`config.mk`:
```
export PLATFORM = sky130hd
export DESIGN_NAME = json_key_value_extractor_top_flat
export DESIGN_NICKNAME = d
export VERILOG_FILES = /design/src/design/jkv_pkg.sv /design/src/design/jkv_channels.sv /design/src/design/json_key_value_extractor_top.sv /design/src/design/jkv_scan.sv /design/src/design/jkv_result_fifo.sv /design/src/flat_wrapper.sv
export SDC_FILE = /design/constraint.sdc
export NUM_CORES = 1
export LEC_CHECK = 0
export BUFFER_PORTS_ARGS = -buffer_cell sky130_fd_sc_hd__buf_2
export CORE_AREA = 2 2 287 289
export CTS_CLUSTER_DIAMETER = 150
export DETAILED_ROUTE_END_ITERATION = 10
export DIE_AREA = 0 0 289 291
export MAX_ROUTING_LAYER = met4
export SLEW_MARGIN = 25
export SYNTH_ARGS = -nofsm -noshare
export SYNTH_HDL_FRONTEND = slang
export SYNTH_SLANG_ARGS = --single-unit
```
`constraint.sdc`:
```
create_clock -name clk -period 9.9 [get_ports clk]
set_clock_uncertainty 0.2 [all_clocks]
set_input_delay 0.99 -clock clk [delete_from_list [all_inputs] [get_ports clk]]
set_output_delay 0.99 -clock clk [all_outputs]
set_load 0.05 [all_outputs]
```
`src/design/jkv_pkg.sv`:
```
// Shared constants, types and helpers of the JSON key/value extractor.
`default_nettype none

package jkv_pkg;

    // Key storage and configuration port
    localparam int MAX_KEY_LENGTH = 16;
    localparam int KEY_POS_W      = 5;
    localparam int CFG_INDEX_W    = 2;
    localparam int CFG_DATA_W     = 64;

    // Result queue depth (power of two, at least 2)
    localparam int FIFO_DEPTH     = 4;

    // Configuration register indexes
    localparam logic [CFG_INDEX_W-1:0] REG_KEY_LOW    = 2'd0;
    localparam logic [CFG_INDEX_W-1:0] REG_KEY_HIGH   = 2'd1;
    localparam logic [CFG_INDEX_W-1:0] REG_KEY_LENGTH = 2'd2;
    localparam logic [CFG_INDEX_W-1:0] REG_VALUE_MODE = 2'd3;

    // Value modes
    localparam logic [1:0] MODE_STRING  = 2'd0;
    localparam logic [1:0] MODE_INTEGER = 2'd1;
    localparam logic [1:0] MODE_BOOLEAN = 2'd2;

    // Result kinds
    localparam logic KIND_BYTE  = 1'b0;
    localparam logic KIND_FINAL = 1'b1;

    // Saturation limits as magnitudes
    localparam logic [63:0] INT_POS_LIMIT = 64'h7FFF_FFFF_FFFF_FFFF;
    localparam logic [63:0] INT_NEG_LIMIT = 64'h8000_0000_0000_0000;

    typedef struct packed {
        logic [63:0]          key_low;
        logic [63:0]          key_high;
        logic [KEY_POS_W-1:0] key_length;
        logic [1:0]           value_mode;
    } cfg_t;

    typedef struct packed {
        logic               result_kind;
        logic [7:0]         value_byte;
        logic               key_found;
        logic signed [63:0] integer_value;
        logic               boolean_value;
    } result_t;

    // Up to two results produced by one text byte, packed from slot0
    typedef struct packed {
        logic [1:0] count;
        result_t    slot0;
        result_t    slot1;
    } push_t;

    // Characters of the literal "true"
    function automatic logic [7:0] true_char(input logic [1:0] idx);
        logic [7:0] ch;
        case (idx)
            2'd0:    ch = 8'h74;
            2'd1:    ch = 8'h72;
            2'd2:    ch = 8'h75;
            default: ch = 8'h65;
        endcase
        return ch;
    endfunction

endpackage

`default_nettype wire

```
`src/design/jkv_channels.sv`:
```
// Valid/ready channel interfaces for text bytes and results.
`default_nettype none

interface jkv_text_if;
    logic       valid;
    logic       ready;
    logic [7:0] text_byte;
    logic       end_of_document;

    modport source (output valid, output text_byte, output end_of_document, input ready);
    modport sink   (input valid, input text_byte, input end_of_document, output ready);
endinterface

interface jkv_result_if;
    logic               valid;
    logic               ready;
    logic               result_kind;
    logic [7:0]         value_byte;
    logic               key_found;
    logic signed [63:0] integer_value;
    logic               boolean_value;

    modport source (output valid, output result_kind, output value_byte, output key_found,
                    output integer_value, output boolean_value, input ready);
    modport sink   (input valid, input result_kind, input value_byte, input key_found,
                    input integer_value, input boolean_value, output ready);
endinterface

`default_nettype wire

```
`src/design/json_key_value_extractor_top.sv`:
```
// Top level of the JSON key/value extractor.
//
// in_text takes one document byte per request with an end_of_document flag on
// the last byte. out_result gives string value bytes (result_kind 0) and one
// summary per document (result_kind 1) with key_found, the saturated integer
// and the "true" test. The user must write the key, its length and the value
// mode on the cfg_wr_en / cfg_index / cfg_data port only while no text is
// in flight; the block itself does not enforce this. A byte passes the input
// register, is scanned, and its results are written into the result queue,
// whose head drives out_result. Throughput: one byte per cycle while each
// byte yields at most one result and the queue has room; a byte that yields
// both a string byte and its summary pushes two results. The scanner runs
// only while the result queue has two free entries, so a stalled receiver
// fills the queue and then holds ready low on in_text; nothing is dropped.
// Reset clears the scan state, the queue and the configuration registers;
// the scan restarts itself after every end_of_document byte.
`default_nettype none

module json_key_value_extractor_top
#(
    parameter int FIFO_DEPTH = jkv_pkg::FIFO_DEPTH
)
(
    input  wire logic                             clk,
    input  wire logic                             rst_n,
    jkv_text_if.sink                              in_text,
    jkv_result_if.source                          out_result,
    input  wire logic                             cfg_wr_en,
    input  wire logic [jkv_pkg::CFG_INDEX_W-1:0]  cfg_index,
    input  wire logic [jkv_pkg::CFG_DATA_W-1:0]   cfg_data
);

    jkv_pkg::cfg_t    cfg_reg;
    logic             in_valid_reg;
    logic [7:0]       in_byte_reg;
    logic             in_eod_reg;
    logic             room;
    logic             fire;
    logic             head_valid;
    logic             pop;
    jkv_pkg::push_t   push;
    jkv_pkg::result_t head;

    // Configuration registers
    always_ff @(posedge clk or negedge rst_n)
    begin
        if (!rst_n)
        begin
            cfg_reg <= '0;
        end
        else if (cfg_wr_en)
        begin
            case (cfg_index)
                jkv_pkg::REG_KEY_LOW:    cfg_reg.key_low    <= cfg_data;
                jkv_pkg::REG_KEY_HIGH:   cfg_reg.key_high   <= cfg_data;
                jkv_pkg::REG_KEY_LENGTH: cfg_reg.key_length <= cfg_data[jkv_pkg::KEY_POS_W-1:0];
                jkv_pkg::REG_VALUE_MODE: cfg_reg.value_mode <= cfg_data[1:0];
                default:                 cfg_reg            <= cfg_reg;
            endcase
        end
    end

    // Input register: refills whenever its byte moves on to the scanner
    assign fire          = in_valid_reg && room;
    assign in_text.ready = !in_valid_reg || room;

    always_ff @(posedge clk or negedge rst_n)
    begin
        if (!rst_n)
            in_valid_reg <= 1'b0;
        else if (in_text.ready)
            in_valid_reg <= in_text.valid;
    end

    always_ff @(posedge clk)
    begin
        if (in_text.valid && in_text.ready)
        begin
            in_byte_reg <= in_text.text_byte;
            in_eod_reg  <= in_text.end_of_document;
        end
    end

    jkv_scan u_scan
    (
        .clk             (clk),
        .rst_n           (rst_n),
        .cfg             (cfg_reg),
        .fire            (fire),
        .text_byte       (in_byte_reg),
        .end_of_document (in_eod_reg),
        .push            (push)
    );

    jkv_result_fifo #(.DEPTH(FIFO_DEPTH)) u_fifo
    (
        .clk        (clk),
        .rst_n      (rst_n),
        .push       (push),
        .pop        (pop),
        .head       (head),
        .head_valid (head_valid),
        .room       (room)
    );

    // Output channel
    assign pop                      = head_valid && out_result.ready;
    assign out_result.valid         = head_valid;
    assign out_result.result_kind   = head.result_kind;
    assign out_result.value_byte    = head.value_byte;
    assign out_result.key_found     = head.key_found;
    assign out_result.integer_value = head.integer_value;
    assign out_result.boolean_value = head.boolean_value;

endmodule

`default_nettype wire

```
`src/design/jkv_scan.sv`:
```
// Byte scanner: key match, value extraction and per-document summary.
`default_nettype none

module jkv_scan
(
    input  wire logic          clk,
    input  wire logic          rst_n,
    input  wire jkv_pkg::cfg_t cfg,
    input  wire logic          fire,
    input  wire logic [7:0]    text_byte,
    input  wire logic          end_of_document,
    output jkv_pkg::push_t     push
);

    typedef enum logic [3:0] {
        PH_SEARCH,
        PH_KEY,
        PH_AFTER_KEY,
        PH_BEFORE_VALUE,
        PH_STRING,
        PH_DIGITS,
        PH_BOOL,
        PH_VALUE_DONE,
        PH_STOPPED
    } phase_t;

    localparam logic [7:0] CH_NUL   = 8'h00;
    localparam logic [7:0] CH_QUOTE = 8'h22;
    localparam logic [7:0] CH_COLON = 8'h3A;
    localparam logic [7:0] CH_BSLSH = 8'h5C;
    localparam logic [7:0] CH_PLUS  = 8'h2B;
    localparam logic [7:0] CH_MINUS = 8'h2D;
    localparam logic [7:0] CH_ZERO  = 8'h30;
    localparam logic [7:0] CH_NINE  = 8'h39;

    phase_t                          phase_reg, phase_next, scan_phase;
    logic [jkv_pkg::KEY_POS_W-1:0]   key_pos_reg, key_pos_next, scan_key_pos;
    logic                            mismatch_reg, mismatch_next, scan_mismatch;
    logic                            escape_reg, escape_next, scan_escape;
    logic [63:0]                     mag_reg, mag_next, scan_mag;
    logic                            neg_reg, neg_next, scan_neg;
    logic                            ovf_reg, ovf_next, scan_ovf;
    logic [2:0]                      true_cnt_reg, true_cnt_next, scan_true_cnt;
    logic                            emit;

    logic [127:0] key_all;
    logic [7:0]   key_char;
    logic         is_space, is_digit, key_len_ok, key_pos_room;
    logic [3:0]   digit;
    logic [67:0]  digit_sum, digit_limit;
    logic         digit_ovf;
    logic         true_hit;
    logic [2:0]   true_cnt_inc;
    logic         found;
    logic [63:0]  final_int;
    jkv_pkg::result_t byte_res, final_res;

    // Byte classes and key character at the current match position
    assign key_all      = {cfg.key_high, cfg.key_low};
    assign key_char     = key_all[{key_pos_reg[3:0], 3'b000} +: 8];
    assign is_space     = (text_byte == 8'd32) || (text_byte >= 8'd9 && text_byte <= 8'd13);
    assign is_digit     = (text_byte >= CH_ZERO) && (text_byte <= CH_NINE);
    assign digit        = 4'(text_byte - CH_ZERO);
    assign key_len_ok   = cfg.key_length <= jkv_pkg::KEY_POS_W'(jkv_pkg::MAX_KEY_LENGTH);
    assign key_pos_room = (key_pos_reg < cfg.key_length)
                       && (key_pos_reg < jkv_pkg::KEY_POS_W'(jkv_pkg::MAX_KEY_LENGTH));

    // Decimal accumulate: magnitude*10 + digit, checked against the signed limit
    assign digit_sum   = {1'b0, mag_reg, 3'b000} + {3'b000, mag_reg, 1'b0} + {64'd0, digit};
    assign digit_limit = {4'd0, (neg_reg ? jkv_pkg::INT_NEG_LIMIT : jkv_pkg::INT_POS_LIMIT)};
    assign digit_ovf   = digit_sum > digit_limit;

    // Literal "true" progress
    assign true_hit     = (true_cnt_reg < 3'd4)
                       && (text_byte == jkv_pkg::true_char(true_cnt_reg[1:0]));
    assign true_cnt_inc = true_cnt_reg + 3'd1;

    // Scan one byte
    always_comb
    begin
        scan_phase    = phase_reg;
        scan_key_pos  = key_pos_reg;
        scan_mismatch = mismatch_reg;
        scan_escape   = escape_reg;
        scan_mag      = mag_reg;
        scan_neg      = neg_reg;
        scan_ovf      = ovf_reg;
        scan_true_cnt = true_cnt_reg;
        emit          = 1'b0;
        case (phase_reg)
            PH_SEARCH:
            begin
                if (text_byte == CH_NUL)
                begin
                    scan_phase = PH_STOPPED;
                end
                else if (text_byte == CH_QUOTE)
                begin
                    scan_phase    = PH_KEY;
                    scan_key_pos  = '0;
                    scan_mismatch = 1'b0;
                end
            end
            PH_KEY:
            begin
                if (text_byte == CH_NUL)
                    scan_phase = PH_STOPPED;
                else if (text_byte == CH_QUOTE)
                    scan_phase = PH_AFTER_KEY;
                else if (key_pos_room && text_byte == key_char)
                    scan_key_pos = key_pos_reg + jkv_pkg::KEY_POS_W'(1);
                else
                    scan_mismatch = 1'b1;
            end
            PH_AFTER_KEY:
            begin
                if (is_space)
                begin
                    scan_phase = PH_AFTER_KEY;
                end
                else if (text_byte == CH_COLON && !mismatch_reg
                         && key_pos_reg == cfg.key_length && key_len_ok)
                begin
                    scan_phase = PH_BEFORE_VALUE;
                end
                // Not our key: rescan this byte as a search byte
                else if (text_byte == CH_NUL)
                begin
                    scan_phase = PH_STOPPED;
                end
                else if (text_byte == CH_QUOTE)
                begin
                    scan_phase    = PH_KEY;
                    scan_key_pos  = '0;
                    scan_mismatch = 1'b0;
                end
                else
                begin
                    scan_phase = PH_SEARCH;
                end
            end
            PH_BEFORE_VALUE:
            begin
                if (!is_space)
                begin
                    case (cfg.value_mode)
                        jkv_pkg::MODE_STRING:
                        begin
                            scan_phase = (text_byte == CH_QUOTE) ? PH_STRING : PH_VALUE_DONE;
                        end
                        jkv_pkg::MODE_INTEGER:
                        begin
                            if (text_byte == CH_PLUS || text_byte == CH_MINUS)
                            begin
                                scan_neg   = (text_byte == CH_MINUS);
                                scan_phase = PH_DIGITS;
                            end
                            else if (is_digit)
                            begin
                                if (digit_ovf)
                                    scan_ovf = 1'b1;
                                else
                                    scan_mag = digit_sum[63:0];
                                scan_phase = PH_DIGITS;
                            end
                            else
                            begin
                                scan_phase = PH_VALUE_DONE;
                            end
                        end
                        jkv_pkg::MODE_BOOLEAN:
                        begin
                            if (true_hit)
                            begin
                                scan_true_cnt = true_cnt_inc;
                                scan_phase    = (true_cnt_inc == 3'd4) ? PH_VALUE_DONE : PH_BOOL;
                            end
                            else
                            begin
                                scan_phase = PH_VALUE_DONE;
                            end
                        end
                        default:
                        begin
                            scan_phase = PH_VALUE_DONE;
                        end
                    endcase
                end
            end
            PH_STRING:
            begin
                if (text_byte == CH_NUL)
                begin
                    scan_phase = PH_VALUE_DONE;
                end
                else if (escape_reg)
                begin
                    scan_escape = 1'b0;
                    emit        = 1'b1;
                end
                else if (text_byte == CH_QUOTE)
                begin
                    scan_phase = PH_VALUE_DONE;
                end
                else
                begin
                    scan_escape = (text_byte == CH_BSLSH);
                    emit        = 1'b1;
                end
            end
            PH_DIGITS:
            begin
                if (is_digit)
                begin
                    if (!ovf_reg)
                    begin
                        if (digit_ovf)
                            scan_ovf = 1'b1;
                        else
                            scan_mag = digit_sum[63:0];
                    end
                end
                else
                begin
                    scan_phase = PH_VALUE_DONE;
                end
            end
            PH_BOOL:
            begin
                if (true_hit)
                begin
                    scan_true_cnt = true_cnt_inc;
                    scan_phase    = (true_cnt_inc == 3'd4) ? PH_VALUE_DONE : PH_BOOL;
                end
                else
                begin
                    scan_phase = PH_VALUE_DONE;
                end
            end
            default:
            begin
                scan_phase = phase_reg;
            end
        endcase
    end

    // Document summary from the state after this byte
    always_comb
    begin
        found = (scan_phase >= PH_BEFORE_VALUE) && (scan_phase <= PH_VALUE_DONE);
        if (!found || cfg.value_mode != jkv_pkg::MODE_INTEGER)
            final_int = 64'd0;
        else if (scan_ovf)
            final_int = scan_neg ? jkv_pkg::INT_NEG_LIMIT : jkv_pkg::INT_POS_LIMIT;
        else
            final_int = scan_neg ? (64'd0 - scan_mag) : scan_mag;

        final_res.result_kind   = jkv_pkg::KIND_FINAL;
        final_res.value_byte    = 8'd0;
        final_res.key_found     = found;
        final_res.integer_value = final_int;
        final_res.boolean_value = found && (cfg.value_mode == jkv_pkg::MODE_BOOLEAN)
                               && (scan_true_cnt == 3'd4);

        byte_res.result_kind   = jkv_pkg::KIND_BYTE;
        byte_res.value_byte    = text_byte;
        byte_res.key_found     = 1'b0;
        byte_res.integer_value = 64'sd0;
        byte_res.boolean_value = 1'b0;

        push.count = fire ? ({1'b0, emit} + {1'b0, end_of_document}) : 2'd0;
        push.slot0 = emit ? byte_res : final_res;
        push.slot1 = final_res;
    end

    // Restart the scan after the last byte of a document
    always_comb
    begin
        if (end_of_document)
        begin
            phase_next    = PH_SEARCH;
            key_pos_next  = '0;
            mismatch_next = 1'b0;
            escape_next   = 1'b0;
            mag_next      = 64'd0;
            neg_next      = 1'b0;
            ovf_next      = 1'b0;
            true_cnt_next = 3'd0;
        end
        else
        begin
            phase_next    = scan_phase;
            key_pos_next  = scan_key_pos;
            mismatch_next = scan_mismatch;
            escape_next   = scan_escape;
            mag_next      = scan_mag;
            neg_next      = scan_neg;
            ovf_next      = scan_ovf;
            true_cnt_next = scan_true_cnt;
        end
    end

    // Scan state
    always_ff @(posedge clk or negedge rst_n)
    begin
        if (!rst_n)
        begin
            phase_reg    <= PH_SEARCH;
            key_pos_reg  <= '0;
            mismatch_reg <= 1'b0;
            escape_reg   <= 1'b0;
            mag_reg      <= 64'd0;
            neg_reg      <= 1'b0;
            ovf_reg      <= 1'b0;
            true_cnt_reg <= 3'd0;
        end
        else if (fire)
        begin
            phase_reg    <= phase_next;
            key_pos_reg  <= key_pos_next;
            mismatch_reg <= mismatch_next;
            escape_reg   <= escape_next;
            mag_reg      <= mag_next;
            neg_reg      <= neg_next;
            ovf_reg      <= ovf_next;
            true_cnt_reg <= true_cnt_next;
        end
    end

endmodule

`default_nettype wire

```
`src/design/jkv_result_fifo.sv`:
```
// Result queue taking up to two results per cycle and giving one.
`default_nettype none

module jkv_result_fifo
#(
    parameter int DEPTH = jkv_pkg::FIFO_DEPTH
)
(
    input  wire logic             clk,
    input  wire logic             rst_n,
    input  wire jkv_pkg::push_t   push,
    input  wire logic             pop,
    output jkv_pkg::result_t      head,
    output logic                  head_valid,
    output logic                  room
);

    localparam int PTR_W = $clog2(DEPTH);
    localparam int CNT_W = PTR_W + 1;

    jkv_pkg::result_t entries_reg [DEPTH];
    logic [PTR_W-1:0] wr_ptr_reg, wr_ptr_next, rd_ptr_reg, rd_ptr_next;
    logic [CNT_W-1:0] count_reg, count_next;
    logic [PTR_W-1:0] wr_ptr_plus1;

    assign wr_ptr_plus1 = wr_ptr_reg + PTR_W'(1);
    assign head         = entries_reg[rd_ptr_reg];
    assign head_valid   = count_reg != '0;
    // Two free entries needed before the scanner may run
    assign room         = count_reg <= CNT_W'(DEPTH - 2);

    // Pointer and fill updates
    always_comb
    begin
        wr_ptr_next = wr_ptr_reg + PTR_W'(push.count);
        rd_ptr_next = rd_ptr_reg + PTR_W'(pop);
        count_next  = count_reg + CNT_W'(push.count) - CNT_W'(pop);
    end

    always_ff @(posedge clk or negedge rst_n)
    begin
        if (!rst_n)
        begin
            wr_ptr_reg <= '0;
            rd_ptr_reg <= '0;
            count_reg  <= '0;
        end
        else
        begin
            wr_ptr_reg <= wr_ptr_next;
            rd_ptr_reg <= rd_ptr_next;
            count_reg  <= count_next;
        end
    end

    // Entry storage
    always_ff @(posedge clk)
    begin
        if (push.count != 2'd0)
            entries_reg[wr_ptr_reg] <= push.slot0;
        if (push.count == 2'd2)
            entries_reg[wr_ptr_plus1] <= push.slot1;
    end

endmodule

`default_nettype wire

```
`src/flat_wrapper.sv`:
```
// flat-port wrapper written by rule: the top's interface ports become plain ports
module json_key_value_extractor_top_flat 
#(
    parameter int FIFO_DEPTH = jkv_pkg::FIFO_DEPTH
)
  (clk, rst_n, cfg_wr_en, cfg_index, cfg_data, in_text_valid, in_text_text_byte, in_text_end_of_document, in_text_ready, out_result_valid, out_result_result_kind, out_result_value_byte, out_result_key_found, out_result_integer_value, out_result_boolean_value, out_result_ready);
  jkv_text_if in_text_i ();
  jkv_result_if out_result_i ();
  input  wire logic clk;
  input  wire logic rst_n;
  input  wire logic cfg_wr_en;
  input  wire logic [jkv_pkg::CFG_INDEX_W-1:0] cfg_index;
  input  wire logic [jkv_pkg::CFG_DATA_W-1:0] cfg_data;
  input wire logic [$bits(in_text_i.valid)-1:0] in_text_valid;
  input wire logic [$bits(in_text_i.text_byte)-1:0] in_text_text_byte;
  input wire logic [$bits(in_text_i.end_of_document)-1:0] in_text_end_of_document;
  output wire logic [$bits(in_text_i.ready)-1:0] in_text_ready;
  output wire logic [$bits(out_result_i.valid)-1:0] out_result_valid;
  output wire logic [$bits(out_result_i.result_kind)-1:0] out_result_result_kind;
  output wire logic [$bits(out_result_i.value_byte)-1:0] out_result_value_byte;
  output wire logic [$bits(out_result_i.key_found)-1:0] out_result_key_found;
  output wire logic [$bits(out_result_i.integer_value)-1:0] out_result_integer_value;
  output wire logic [$bits(out_result_i.boolean_value)-1:0] out_result_boolean_value;
  input wire logic [$bits(out_result_i.ready)-1:0] out_result_ready;
  assign in_text_i.valid = in_text_valid;
  assign in_text_i.text_byte = in_text_text_byte;
  assign in_text_i.end_of_document = in_text_end_of_document;
  assign in_text_ready = in_text_i.ready;
  assign out_result_valid = out_result_i.valid;
  assign out_result_result_kind = out_result_i.result_kind;
  assign out_result_value_byte = out_result_i.value_byte;
  assign out_result_key_found = out_result_i.key_found;
  assign out_result_integer_value = out_result_i.integer_value;
  assign out_result_boolean_value = out_result_i.boolean_value;
  assign out_result_i.ready = out_result_ready;
  json_key_value_extractor_top #(.FIFO_DEPTH(FIFO_DEPTH)) u_core (.clk(clk), .rst_n(rst_n), .in_text(in_text_i), .out_result(out_result_i), .cfg_wr_en(cfg_wr_en), .cfg_index(cfg_index), .cfg_data(cfg_data));
endmodule
```
== Yosys cells after proc, flatten, opt, wreduce, memory -nomap -nowiden ==
Memories as Yosys holds them, arrays and structs flattened.
Cells that the tools add are included.

* Register bits: 232
* Bits in writable memories: 300
* Input port bits: 80
* Output and inout port bits: 77
* Word-level logic and storage cells: 203
* Memories: 1

* Add/sub/neg operators: 12
* $lt $le $gt $ge: 12
* Equality and inequality tests: 33
* Shifts and indexed selects: 1
* Multiplexer cells: 89
* Reduce and logical (&&, ||, !) cells: 37

{| class="wikitable"
|+ Memories
! name !! words !! width !! rd ports !! clocked after Yosys merged registers in !! wr ports !! line !! text
|-
| u_core.u_fifo.entries_reg || 4 || 75 || 1 || 0 || 2 || jkv_result_fifo.sv:21 || <nowiki>jkv_pkg::result_t entries_reg [DEPTH];</nowiki>
|}

{| class="wikitable"
|+ Operators by type and width
! cell !! number
|-
| 64-bit two-way mux || 13
|-
| 64-bit case mux with 2 select lines || 1
|-
| 128-bit by 8-bit indexed part select with 8-bit output || 1
|-
| 75-bit two-way mux || 1
|-
| 67-bit by 65-bit adder with 68-bit output || 1
|-
| 68-bit by 4-bit adder with 68-bit output || 1
|-
| 68-bit by 64-bit > comparator with 1-bit output || 1
|-
| 1-bit by 64-bit subtractor with 64-bit output, first input constant || 1
|-
| 4-bit two-way mux || 13
|-
| 8-bit by 6-bit equality test with 1-bit output, second input constant || 5
|-
| 5-bit two-way mux || 8
|-
| 1-bit two-way mux || 38
|-
| 5-bit case mux with 3 select lines || 2
|-
| 4-bit case mux with 7 select lines || 1
|-
| 3-bit by 2-bit inequality test with 1-bit output, second input constant || 6
|-
| 1-bit logical AND || 14
|-
| 7-bit AND reduction || 2
|-
| 4-bit by 3-bit equality test with 1-bit output, second input constant || 3
|-
| 3-bit two-way mux || 4
|-
| 2-bit equality test, second input constant || 5
|-
| 4-bit by 2-bit equality test with 1-bit output, second input constant || 2
|-
| 8-bit by 7-bit equality test with 1-bit output || 1
|-
| 8-bit by 7-bit equality test with 1-bit output, second input constant || 1
|-
| 8-bit equality test || 1
|-
| other kinds (40) || 58
|}

== Longest topological paths before layout ==
Gate-level depths: netlist (run 1).

* Word-level depth: 14
* Gate-level depth with buffers: 34
* Gate-level depth less buffers: 30

== By module ==
A second synthesis (run 1) with hierarchy kept.

* Cells, all modules: 3,242
* Area, all modules: 37,076.8 µm²

{| class="wikitable"
|+ By module, submodules not included
! module !! instances !! cells each !! area an instance (µm²) !! seq. area each (µm²)
|-
| jkv_scan || 1 || 2,177 || 16,067.9 || 2,001.9
|-
| jkv_result_fifo || 1 || 762 || 15,225.9 || 9,183.8
|-
| json_key_value_extractor_top || 1 || 303 || 5,783.0 || 3,673.5
|}

== Worst setup path after synthesis (run 1) ==
No wires, ideal clock.

* Path type: register to register
* Start: register u_core.u_scan.mag_reg[0]
* End: memory u_core.u_fifo.entries_reg[0][49] (netlist bit) (data pin)
* Library setup time: 0.270 ns
* Data arrival time: 6.782 ns
* Required time: 9.430 ns
* Setup slack: 2.648 ns
* Stages on the path, launching flop included: 33
* Path buffers: 4
* Clock period less this slack: 7.252 ns
* Cell sequence: dfrtp_1 fa_1 inv_1 fa_1 nand2b_1 a21o_1 a22o_1 o31ai_4 nand3_2 nand2_1 a41oi_1 xor2_1 inv_1 ha_1 nand4_1 nor4_1 nand3_1 nor4_1 a211oi_1 a21oi_1 nand4_2 or2_1 buf_4 mux2i_4 a2111oi_4 and4_1 buf_4 and2_1 buf_6 buf_6 a21oi_1 xnor2_1 a21oi_1

{| class="wikitable"
|+ RTL lines
! item !! line !! text
|-
| start, declared || jkv_scan.sv:40 || <nowiki>logic [63:0] mag_reg, mag_next, scan_mag;</nowiki>
|-
| start signal, assigned || jkv_scan.sv:323 || <nowiki>mag_reg <= mag_next;</nowiki>
|-
| end, declared || jkv_result_fifo.sv:21 ||
|}

==> qor.yml, run 1 <==
power_and_ir_drop:
  intPower_mw: 4.58
  pwr-share-clk_pct: 32.3
  pwr-share-comb_pct: 27.3
  peakVddDrop_mv: 0.178
  p_per_area_nw_per_um2: 194
  seqPwrFrac_pct: 40.3
  p_leak_nw: 14.4
  p_switching_mw: 2.42
  switching_share_pct: 34.5
setup_path:
  end_kind: "flip-flop"
  critPathTopFamily: "compound AO/OA/AOI/OAI gates"
  cpMostUsedCell: "a21oi_1"
  required_ps: 10010
  cpPeakStageDelay_ps: 650
  critPathSlowestCell: "or2_1"
  cp_max_fo: 17
  start_kind: "flip-flop"
  cp.arrival_ps: 9250
  regToRegSetupSlack_ps: 760
  critPathBufInv: 0
  worstRegToRegCells: 29
  reg2reg_from: "u_core.u_scan.mag_reg[2]$_DFFE_PN0P_"
  timing.rr.end: "u_core.u_fifo.entries_reg[3][52]$_DFFE_PP_"
  worstSetupPathType: "flip-flop to flip-flop"
placed_design:
  routabilityCongestion: 0.918
  dp_hpwl_mm: 63.3
  portBuffers: 156
  place_inst: 4034
synth:
  seq_area_frac_synth_pct: 45.2
  ys_seq_elements: 532
  synth_area_um2: 32000
  yosys_warnings: 0
  async_flop_share_pct: 41.9
  synthFlopType: "edfxtp_1"
  synth_cell_type_count: 96
  syn_avg_cell_area_um2: 11.0
  synth_edf_count: 273
  postSynthCellCount: 2925
  synth_nets: 3216
floorplanning:
  start_util_pct: 39.5
  boundaryPins: 157
  rows: 105
  dieArea_um2: 84100
  core_area_um2: 81200
  die_x_um: 289
  die_y_um: 291
status:
  outcome: "complete, no violations"
layout:
  layout-drive-gt1-share_pct: 20.6
  nets: 3323
  largest_register_ffs: 300
  layout_common_cells: "nor2_1, edfxtp_1, nand2_1"
  fillCellCount: 7609
  final_common_cell: "nor2_1"
  syn_to_final_growth_pct: 12.5
  stdcell_count: 4159
job:
  maxCapViolCount: 0
global_routing:
  grt_pass1_wl_mm: 138
  grt_usage_pct: 21.6
  antenna_found_initial: 8
  grt.overflow.total: 0
  grt_max_degree: 108
  grt_pass1_vias: 23200
timing:
  hold_violations: 0
  tightest_slew_ps: 1050
  fin_crit_sh_pct: 92.3
  period_minus_slack_ps: 9140
  rsz0062_at_grt: "false"
  drv_slew: 0
  setup-tns-final_ps: 0
  slew_headroom_pct: 29.6
  setup_viol: 0
  fmax_mhz: 109
clock_network:
  root_buffer: "clkbuf_16"
  cts_buffer_depth: 3
  ctsHoldBuffers: 0
  cts_tree: "yes"
  clk_latency_ps: 650
  cts_inserted_buffers: 57
  clkSlewWorstSetupHoldPaths_ps: 70
  cts.sinks: 532
  h-tree-depth: 2
drt:
  route.detailed.drc: 0
  wire_per_inst_um: 21.4
  ant_nets: 0
  first_iter_violations: 2036
  viasPerCell: 5.73
  vias: 23800
  dr.pass1.iters: 6
  wl_mm: 89.1
worst_hold_path:
  hold_path.class: "primary input to asynchronous set/reset pin"
[power groups by stage]
stage | Clock, mW | Combinational [mW] | Sequential, mW
2_1_floorplan | 0 | 1.54 | 2.73
3_3_place_gp | 0 | 1.93 | 2.86
3_5_place_dp | 0 | 1.94 | 2.87
4_1_cts | 2.30 | 1.95 | 2.83
5_1_grt | 2.39 | 2.04 | 2.86
6_report | 2.26 | 1.91 | 2.82
[Yosys cell counts (all sizes together), types with 12 or more instances]
master | n | area (um2)
nand2 | 250 | 938
mux4 | 115 | 2590
nor3 | 54 | 280
mux2 | 150 | 1690
and3 | 17 | 106
a21o | 31 | 233
nand4 | 48 | 313
buf | 49 | 258
dfxtp | 36 | 721
xor2 | 43 | 377
ha | 208 | 2600
and4 | 14 | 125
o21bai | 12 | 90.1
and2 | 14 | 87.6
a41oi | 13 | 114
clkbuf | 119 | 447
nor2b | 16 | 100
inv | 56 | 210
mux2i | 63 | 643
or3 | 16 | 105
o21ai | 174 | 871
nand3 | 58 | 295
nor2 | 350 | 1320
nor4 | 29 | 194
o22ai | 12 | 75.1
edfxtp | 273 | 8200
dfrtp | 223 | 5580
a31oi | 21 | 146
a22o | 38 | 333
a21oi | 200 | 1020
a211oi | 15 | 118
xnor2 | 56 | 490
nand2b | 24 | 150
[per-layer routing]
layer / up-vias / GRT usage, % / share of wire [%]
met1: 11800 / 30.2 / 45
met5: - / - / 0
met2: 720 / 32.6 / 46
met3: 128 / 3.49 / 6.4
met4: 0 / 5.64 / 2.4
li1: 11200 / - / -
[worst reg2reg max path, delay by kind of cell, from the launching register on]
kind	cells	cell delay, ps
AND/OR/NAND/NOR	6	2170
flip-flops	1	470
adder cells (fa/ha/maj)	3	1090
XOR/XNOR	2	610
AO/OA/AOI/OAI	17	3860
multiplexers	1	390
[how the worst max path moves through the flow]
stage                                               start                                         end  slack (ps)  depth (start not counted)
global route        u_core.u_scan.mag_reg[21]$_DFFE_PN0P_  u_core.u_fifo.entries_reg[1][50]$_DFFE_PP_         130                         30
finish               u_core.u_scan.mag_reg[2]$_DFFE_PN0P_  u_core.u_fifo.entries_reg[3][52]$_DFFE_PP_         760                         29
global placement    u_core.u_scan.mag_reg[31]$_DFFE_PN0P_  u_core.u_fifo.entries_reg[3][47]$_DFFE_PP_         920                         29
detailed placement   u_core.u_scan.mag_reg[2]$_DFFE_PN0P_  u_core.u_fifo.entries_reg[3][52]$_DFFE_PP_         740                         29
floorplan            u_core.u_scan.mag_reg[0]$_DFFE_PN0P_  u_core.u_fifo.entries_reg[0][49]$_DFFE_PP_        2650                         32
CTS                  u_core.u_scan.mag_reg[2]$_DFFE_PN0P_  u_core.u_fifo.entries_reg[3][52]$_DFFE_PP_         630                         29
[cells by family (layout without fill, tap and decap cells)]
| group | after synthesis | after routing | share of synthesized area (%) |
|---|---|---|---|
| DFF | 532 | 532 | 45.2 |
| muxes | 328 | 328 | 15.4 |
| and+or+nand+nor | 919 | 919 | 13.3 |
| xor gates and xnor gates | 99 | 99 | 2.71 |
| buffers and inverters | 224 | 380 | 2.85 |
| other | 0 | 8 | 0 |
| AOI/OAI and AO/OA | 612 | 612 | 12.2 |
| adders and majority gates | 211 | 211 | 8.31 |
[final cells by class]
class                      instances  area (um2)  share of cell area [%]
sequential                       532       14500                    40.3
antenna                            8        20.0                  0.0555
clock inverter                    39         497                    1.38
clock buffer                      69        1510                    4.19
inverter                          56         210                   0.583
tap                             1070        1340                    3.71
multi-input combinational       2169       16700                    46.3
timing repair buffer             216        1250                    3.48
[timing repair]
action | 4_1_cts | 5_1_grt
endpoints found under the hold margin | 0 | 0
setup buffers | 0 | 9
gates resized for setup | 0 | 2
setup endpoints to repair | 0 | 66
[per-stage QoR]
step / setup slack (ps) / utilization (%) / cell area, um2 / hold slack [ps] / power, mW
2_1_floorplan: 2650 / - / 32000 / 218 / 4.27
3_3_place_gp: 917 / 41.8 / 33900 / 227 / 4.79
3_5_place_dp: 741 / 41.8 / 33900 / 236 / 4.81
4_1_cts: 633 / 44.3 / 35900 / 210 / 7.08
5_1_grt: 125 / 44.4 / 36000 / 211 / 7.29
6_report: 761 / 44.4 / 36000 / 142 / 7.00
Power figures use the tool's default switching activity.
==> run 2: changes to the inputs <==
--- a/config.mk
+++ b/config.mk
@@ -5,7 +5,7 @@
 export SDC_FILE = /design/constraint.sdc
 export NUM_CORES = 1
 export LEC_CHECK = 0
-export BUFFER_PORTS_ARGS = -buffer_cell sky130_fd_sc_hd__buf_2
+export BUFFER_PORTS_ARGS = -buffer_cell sky130_fd_sc_hd__clkbuf_2
 export CORE_AREA = 2 2 287 289
 export CTS_CLUSTER_DIAMETER = 150
 export DETAILED_ROUTE_END_ITERATION = 10
==> qor.yml, run 2 (synthesized netlist as in run 1, its figures left out) <==
status:
  outcome: "complete, no violations"  # unchanged
timing:
  period_minus_slack_ps: 9080  # was 9140 ps
  setup_viol: 0  # unchanged
  drv_slew: 0  # unchanged
  fmax_mhz: 110  # was 109 MHz
  tightest_slew_ps: 1100  # was 1050 ps
  setup-tns-final_ps: 0  # unchanged
  rsz0062_at_grt: "false"  # unchanged
  slew_headroom_pct: 26.2  # was 29.6%
  hold_violations: 0  # unchanged
  fin_crit_sh_pct: 91.7  # was 92.3%
clock_network:
  root_buffer: "clkbuf_16"  # unchanged
  cts_tree: "yes"  # unchanged
  cts_buffer_depth: 3  # unchanged
  clkSlewWorstSetupHoldPaths_ps: 60  # was 70 ps
  ctsHoldBuffers: 0  # unchanged
  h-tree-depth: 2  # unchanged
  cts.sinks: 532  # unchanged
  cts_inserted_buffers: 59  # was 57
  clk_latency_ps: 660  # was 650 ps
global_routing:
  grt_pass1_vias: 23200  # about the same
  grt_usage_pct: 21.6  # about the same
  antenna_found_initial: 5  # was 8
  grt_max_degree: 141  # was 108
  grt_pass1_wl_mm: 139  # was 138 mm
  grt.overflow.total: 0  # unchanged
power_and_ir_drop:
  peakVddDrop_mv: 0.168  # was 0.178 mV
  pwr-share-clk_pct: 31.7  # was 32.3%
  intPower_mw: 4.51  # was 4.58 mW
  p_leak_nw: 14.4  # about the same
  p_per_area_nw_per_um2: 193  # was 194 nW/um2
  pwr-share-comb_pct: 28.1  # was 27.3%
  switching_share_pct: 35.0  # was 34.5%
  p_switching_mw: 2.43  # was 2.42 mW
  seqPwrFrac_pct: 40.1  # was 40.3%
floorplanning:
  dieArea_um2: 84100  # unchanged
  boundaryPins: 157  # unchanged
  core_area_um2: 81200  # unchanged
  rows: 105  # unchanged
  die_y_um: 291  # unchanged
  die_x_um: 289  # unchanged
  start_util_pct: 39.5  # unchanged
drt:
  dr.pass1.iters: 5  # was 6
  first_iter_violations: 2120  # was 2,036
  wl_mm: 89.5  # was 89.1 mm
  ant_nets: 0  # unchanged
  route.detailed.drc: 0  # unchanged
  wire_per_inst_um: 21.5  # was 21.4 um
  viasPerCell: 5.78  # was 5.73
  vias: 24000  # was 23.8k
layout:
  nets: 3326  # was 3,323
  largest_register_ffs: 300  # unchanged
  layout-drive-gt1-share_pct: 20.4  # was 20.6%
  final_util_pct: 44.4  # about the same
  syn_to_final_growth_pct: 12.4  # was 12.5%
  layout_common_cells: "nor2_1, edfxtp_1, nand2_1"  # unchanged
  final_common_cell: "nor2_1"  # unchanged
setup_path:
  crit_path_start: "u_core.u_scan.mag_reg[2]$_DFFE_PN0P_"  # unchanged
  required_ps: 10020  # was 10,010 ps
  end_kind: "flip-flop"  # unchanged
  worstSetupPathType: "flip-flop to flip-flop"  # unchanged
  critPathSlowestCell: "fa_1"  # was or2_1
  cpPeakStageDelay_ps: 570  # was 650 ps
  cp.arrival_ps: 9200  # was 9250 ps
  cp_max_fo: 22  # was 17
  start_kind: "flip-flop"  # unchanged
  reg2reg_from: "u_core.u_scan.mag_reg[2]$_DFFE_PN0P_"  # unchanged
placed_design:
  portBuffers: 156  # unchanged
  routabilityCongestion: 0.924  # was 0.918
  dp_hpwl_mm: 62.8  # was 63.3 mm
job:
  maxCapViolCount: 0  # unchanged
worst_hold_path:
  hold_path.class: "primary input to asynchronous set/reset pin"  # unchanged
run 2: changes by cell type in the layout (fill, tap and decap cells not counted), sizes merged:
| cell | previous run | this run |
|---|---|---|
| clkbuf | 69 | 246 |
| buf | 216 | 62 |
| clkinv | 25 | 15 |
| bufinv | 9 | 2 |
| diode | 8 | 5 |
| clkinvlp | 2 | 1 |
run 2: stage by stage:
step / power (mW) / cell area [um2] / worst slack, ps / hold WS [ps] / instances
after global routing: 7.22 / 36000 / 119 / 167 / 4161
after detailed placement: 4.82 / 34000 / 858 / 236 / 4034
after floorplan: 4.27 / 32000 / 2650 / 218 / 2925
after global placement: 4.80 / 33900 / 1020 / 229 / 4034
final: 6.94 / 36000 / 823 / 121 / 4161
after CTS: 7.02 / 35900 / 759 / 162 / 4146
run 2: power by group through the flow:
| stage | clock (mW) | combinational [mW] | sequential [mW] |
|---|---|---|---|
| 3_3_place_gp | 0 | 1.98 | 2.82 |
| 2_1_floorplan | 0 | 1.54 | 2.73 |
| 3_5_place_dp | 0 | 1.99 | 2.83 |
| 6_report | 2.20 | 1.95 | 2.78 |
| 5_1_grt | 2.33 | 2.08 | 2.82 |
| 4_1_cts | 2.24 | 1.99 | 2.78 |
run 2: critical path: cells and delay by family (launching register included):
| family | cells | cell delay (ps) |
|---|---|---|
| simple gates | 10 | 2860 |
| buf+inv | 2 | 320 |
| xor+xnor | 2 | 790 |
| fa+ha+maj | 3 | 1240 |
| compound gates | 10 | 2520 |
| flops | 1 | 470 |
| mux | 1 | 320 |
run 2: what timing repair did:
| item | in CTS | in global routing |
|---|---|---|
| endpoints found under the setup margin | 0 | 41 |
| gates resized for setup | 0 | 2 |
| buffers inserted | 0 | 10 |
| endpoints found under the hold margin | 0 | 0 |
run 2: path summary, 6_finish.rpt:
path | end | slack [ps] | cells past startpoint
max | u_core.u_fifo.entries_reg[0][50]$_DFFE_PP_ | 820 | 28
max reg2reg | u_core.u_fifo.entries_reg[0][50]$_DFFE_PP_ | 820 | 28
min reg2reg | u_core.u_fifo.entries_reg[3][74]$_SDFFE_PP1P_ | 240 | 2
min | u_core.u_fifo.rd_ptr_reg[1]$_DFF_PN0_ | 120 | 1
min in group clk | u_core.u_fifo.entries_reg[3][74]$_SDFFE_PP1P_ | 240 | 2
max in group asynchronous | u_core.cfg_reg[103]$_DFFE_PN0P_ | 8150 | 2
run 2: metal layers:
metal	vias to the layer above	routed length, um	global-route usage (%)
li1	11200	-	-
met1	12000	40000	30.0
met2	721	41400	32.7
met3	136	5720	3.54
met4	0	2350	5.96
met5	-	0	-
run 2: cell type report:
class                      instances  area (um2)
fill                            7600       45200
multi-input combinational       2169       16700
sequential                       532       14500
clock buffer                      91        1720
tap                             1070        1340
timing repair buffer             217        1290
clock inverter                    21         241
inverter                          56         210
antenna                            5        12.5
==> run 3: changes to the inputs <==
--- a/config.mk
+++ b/config.mk
@@ -6,11 +6,12 @@
 export NUM_CORES = 1
 export LEC_CHECK = 0
 export BUFFER_PORTS_ARGS = -buffer_cell sky130_fd_sc_hd__clkbuf_2
-export CORE_AREA = 2 2 287 289
+export CORE_AREA = 2 2 257 259
 export CTS_CLUSTER_DIAMETER = 150
 export DETAILED_ROUTE_END_ITERATION = 10
-export DIE_AREA = 0 0 289 291
+export DIE_AREA = 0 0 259 261
 export MAX_ROUTING_LAYER = met4
+export PLACE_DENSITY = 0.73
 export SLEW_MARGIN = 25
 export SYNTH_ARGS = -nofsm -noshare
 export SYNTH_HDL_FRONTEND = slang
==> qor.yml, run 3 (synthesized netlist as in run 1, its figures left out) <==
global_routing:
  grt_pass1_wl_mm: 142  # was 139 mm
  grt_max_degree: 95  # was 141
  antenna_found_initial: 3  # was 5
  grt_usage_pct: 27.6  # was 21.6%
  grt.overflow.total: 0  # unchanged
  grt_pass1_vias: 24500  # was 23.2k
clock_network:
  root_buffer: "clkbuf_16"  # unchanged
  cts-resized-gates: 0  # unchanged
  cts_buffer_depth: 3  # unchanged
  h-tree-depth: 2  # unchanged
  clkSlewWorstSetupHoldPaths_ps: 60  # about the same
  cts_inserted_buffers: 57  # was 59
  post_cts_buffers: 0  # unchanged
  ctsHoldBuffers: 0  # unchanged
  cts.sinks: 532  # unchanged
  cts_tree: "yes"  # unchanged
  clk_latency_ps: 630  # was 660 ps
timing:
  timing.hold.ws_ps: 125  # was 121 ps
  slew_headroom_pct: 29.5  # was 26.2%
  rsz0062_at_grt: "false"  # unchanged
  tightest_slew_ps: 1050  # was 1100 ps
  setup_viol: 0  # unchanged
  fmax_mhz: 108  # was 110 MHz
  period_minus_slack_ps: 9240  # was 9080 ps
  drv_slew: 0  # unchanged
  setup-tns-final_ps: 0  # unchanged
  hold_violations: 0  # unchanged
  setup_ws_ps: 664  # was 823 ps
  fin_crit_sh_pct: 93.3  # was 91.7%
setup_path:
  regToRegSetupSlack_ps: 660  # was 820 ps
  worstSetupPathType: "flip-flop to flip-flop"  # unchanged
  end_kind: "flip-flop"  # unchanged
  start_kind: "flip-flop"  # unchanged
  required_ps: 10050  # was 10,020 ps
  cpPeakStageDelay_ps: 590  # was 570 ps
  cp.arrival_ps: 9380  # was 9200 ps
  critPathSlowestCell: "fa_1"  # unchanged
  cp_max_fo: 15  # was 22
status:
  outcome: "complete, no violations"  # unchanged
placed_design:
  routabilityCongestion: 0.943  # was 0.924
  dpl_worst_slack_ps: 750  # was 858 ps
  portBuffers: 156  # unchanged
  dp_hpwl_mm: 65.7  # was 62.8 mm
floorplanning:
  rows: 94  # was 105
  boundaryPins: 157  # unchanged
  die_x_um: 259  # was 289 um
  dieArea_um2: 67600  # was 84,100 um2
  core_area_um2: 65000  # was 81,200 um2
  start_util_pct: 49.3  # was 39.5%
  die_y_um: 261  # was 291 um
drt:
  viasPerCell: 6.30  # was 5.78
  wl_mm: 91.2  # was 89.5 mm
  route.detailed.drc: 0  # unchanged
  dr.pass1.iters: 5  # unchanged
  ant_nets: 0  # unchanged
  wire_per_inst_um: 23.2  # was 21.5 um
  first_iter_violations: 2473  # was 2,120
  vias: 24800  # was 24.0k
layout:
  nets: 3314  # was 3,326
  final_common_cell: "nor2_1"  # unchanged
  largest_register_ffs: 300  # unchanged
  layout_common_cells: "nor2_1, edfxtp_1, nand2_1"  # unchanged
  layout-drive-gt1-share_pct: 20.1  # was 20.4%
  fillCellCount: 5431  # was 7,600
  syn_to_final_growth_pct: 11.0  # was 12.4%
worst_hold_path:
  hold_path.class: "primary input to asynchronous set/reset pin"  # unchanged
power_and_ir_drop:
  p_leak_nw: 14.3  # was 14.4 nW
  p_per_area_nw_per_um2: 194  # was 193 nW/um2
  peakVddDrop_mv: 0.158  # was 0.168 mV
job:
  maxCapViolCount: 0  # unchanged
-- run 3: cell count changes in the layout (fill, tap and decap cells not counted), sizes merged, moves of 2 or more --
cell,previous run,this run
clkbuf,246,227
buf,62,52
clkinv,15,22
clkinvlp,1,4
diode,5,3
-- run 3: where the power goes --
part,switching [mW],internal [mW]
Combinational,1.32,0.634
Clock,0.925,1.22
Sequential,0.189,2.62
Total,2.43,4.47
-- run 3: metal layers --
metal	GRT usage (%)	vias up	share of wire [%]	routed length, um
met5	-	-	0	0
li1	-	11200	-	-
met1	38.8	12500	44	40000
met3	3.77	137	6.9	6310
met4	6.41	0	2.0	1790
met2	42.9	1015	47	43000
-- run 3: worst paths after layout --
| check | cells after the start | to | start |
|---|---|---|---|
| worst max-delay path | 30 | u_core.u_fifo.entries_reg[3][14]$_DFFE_PP_ | u_core.u_scan.mag_reg[2]$_DFFE_PN0P_ |
| worst min-delay path | 1 | u_core.u_fifo.count_reg[1]$_DFF_PN0_ | rst_n |
| worst max register to register | 30 | u_core.u_fifo.entries_reg[3][14]$_DFFE_PP_ | u_core.u_scan.mag_reg[2]$_DFFE_PN0P_ |
| worst min register to register | 2 | u_core.u_fifo.entries_reg[0][74]$_SDFFE_PP1P_ | u_core.u_fifo.entries_reg[0][74]$_SDFFE_PP1P_ |
| max in group asynchronous | 2 | u_core.u_scan.mag_reg[46]$_DFFE_PN0P_ | rst_n |
| min in group clk | 2 | u_core.u_fifo.entries_reg[0][74]$_SDFFE_PP1P_ | u_core.u_fifo.entries_reg[0][74]$_SDFFE_PP1P_ |
-- run 3: final cells by class --
class,count,area (um2),share of cell area (%)
diodes,3,7.51,0.0211
clock inverters,33,299,0.841
flip-flops and latches,532,14500,40.8
multi-input cells,2169,16700,46.9
clock buffers,72,1580,4.44
well taps,864,1080,3.04
repair buffers,207,1200,3.37
inverters,56,210,0.591
-- run 3: critical path, delay by kind of cell, from the launching register on --
kind	cells	cell delay [ps]
adder cells (fa/ha/maj)	3	1320
multiplexers	1	450
XOR/XNOR	2	410
buffers and inverters	2	420
flip-flops	1	490
AND/OR/NAND/NOR	10	2870
AO/OA/AOI/OAI	12	2800
-- run 3: metrics by stage --
stage | cells | area (um2) | utilization, % | total power [mW]
after floorplan | 2925 | 32000 | - | 4.27
after global placement | 3827 | 33700 | 51.7 | 4.77
after detailed placement | 3827 | 33700 | 51.7 | 4.82
after CTS | 3932 | 35500 | 54.6 | 6.94
after global routing | 3936 | 35600 | 54.7 | 7.15
final | 3936 | 35600 | 54.7 | 6.90
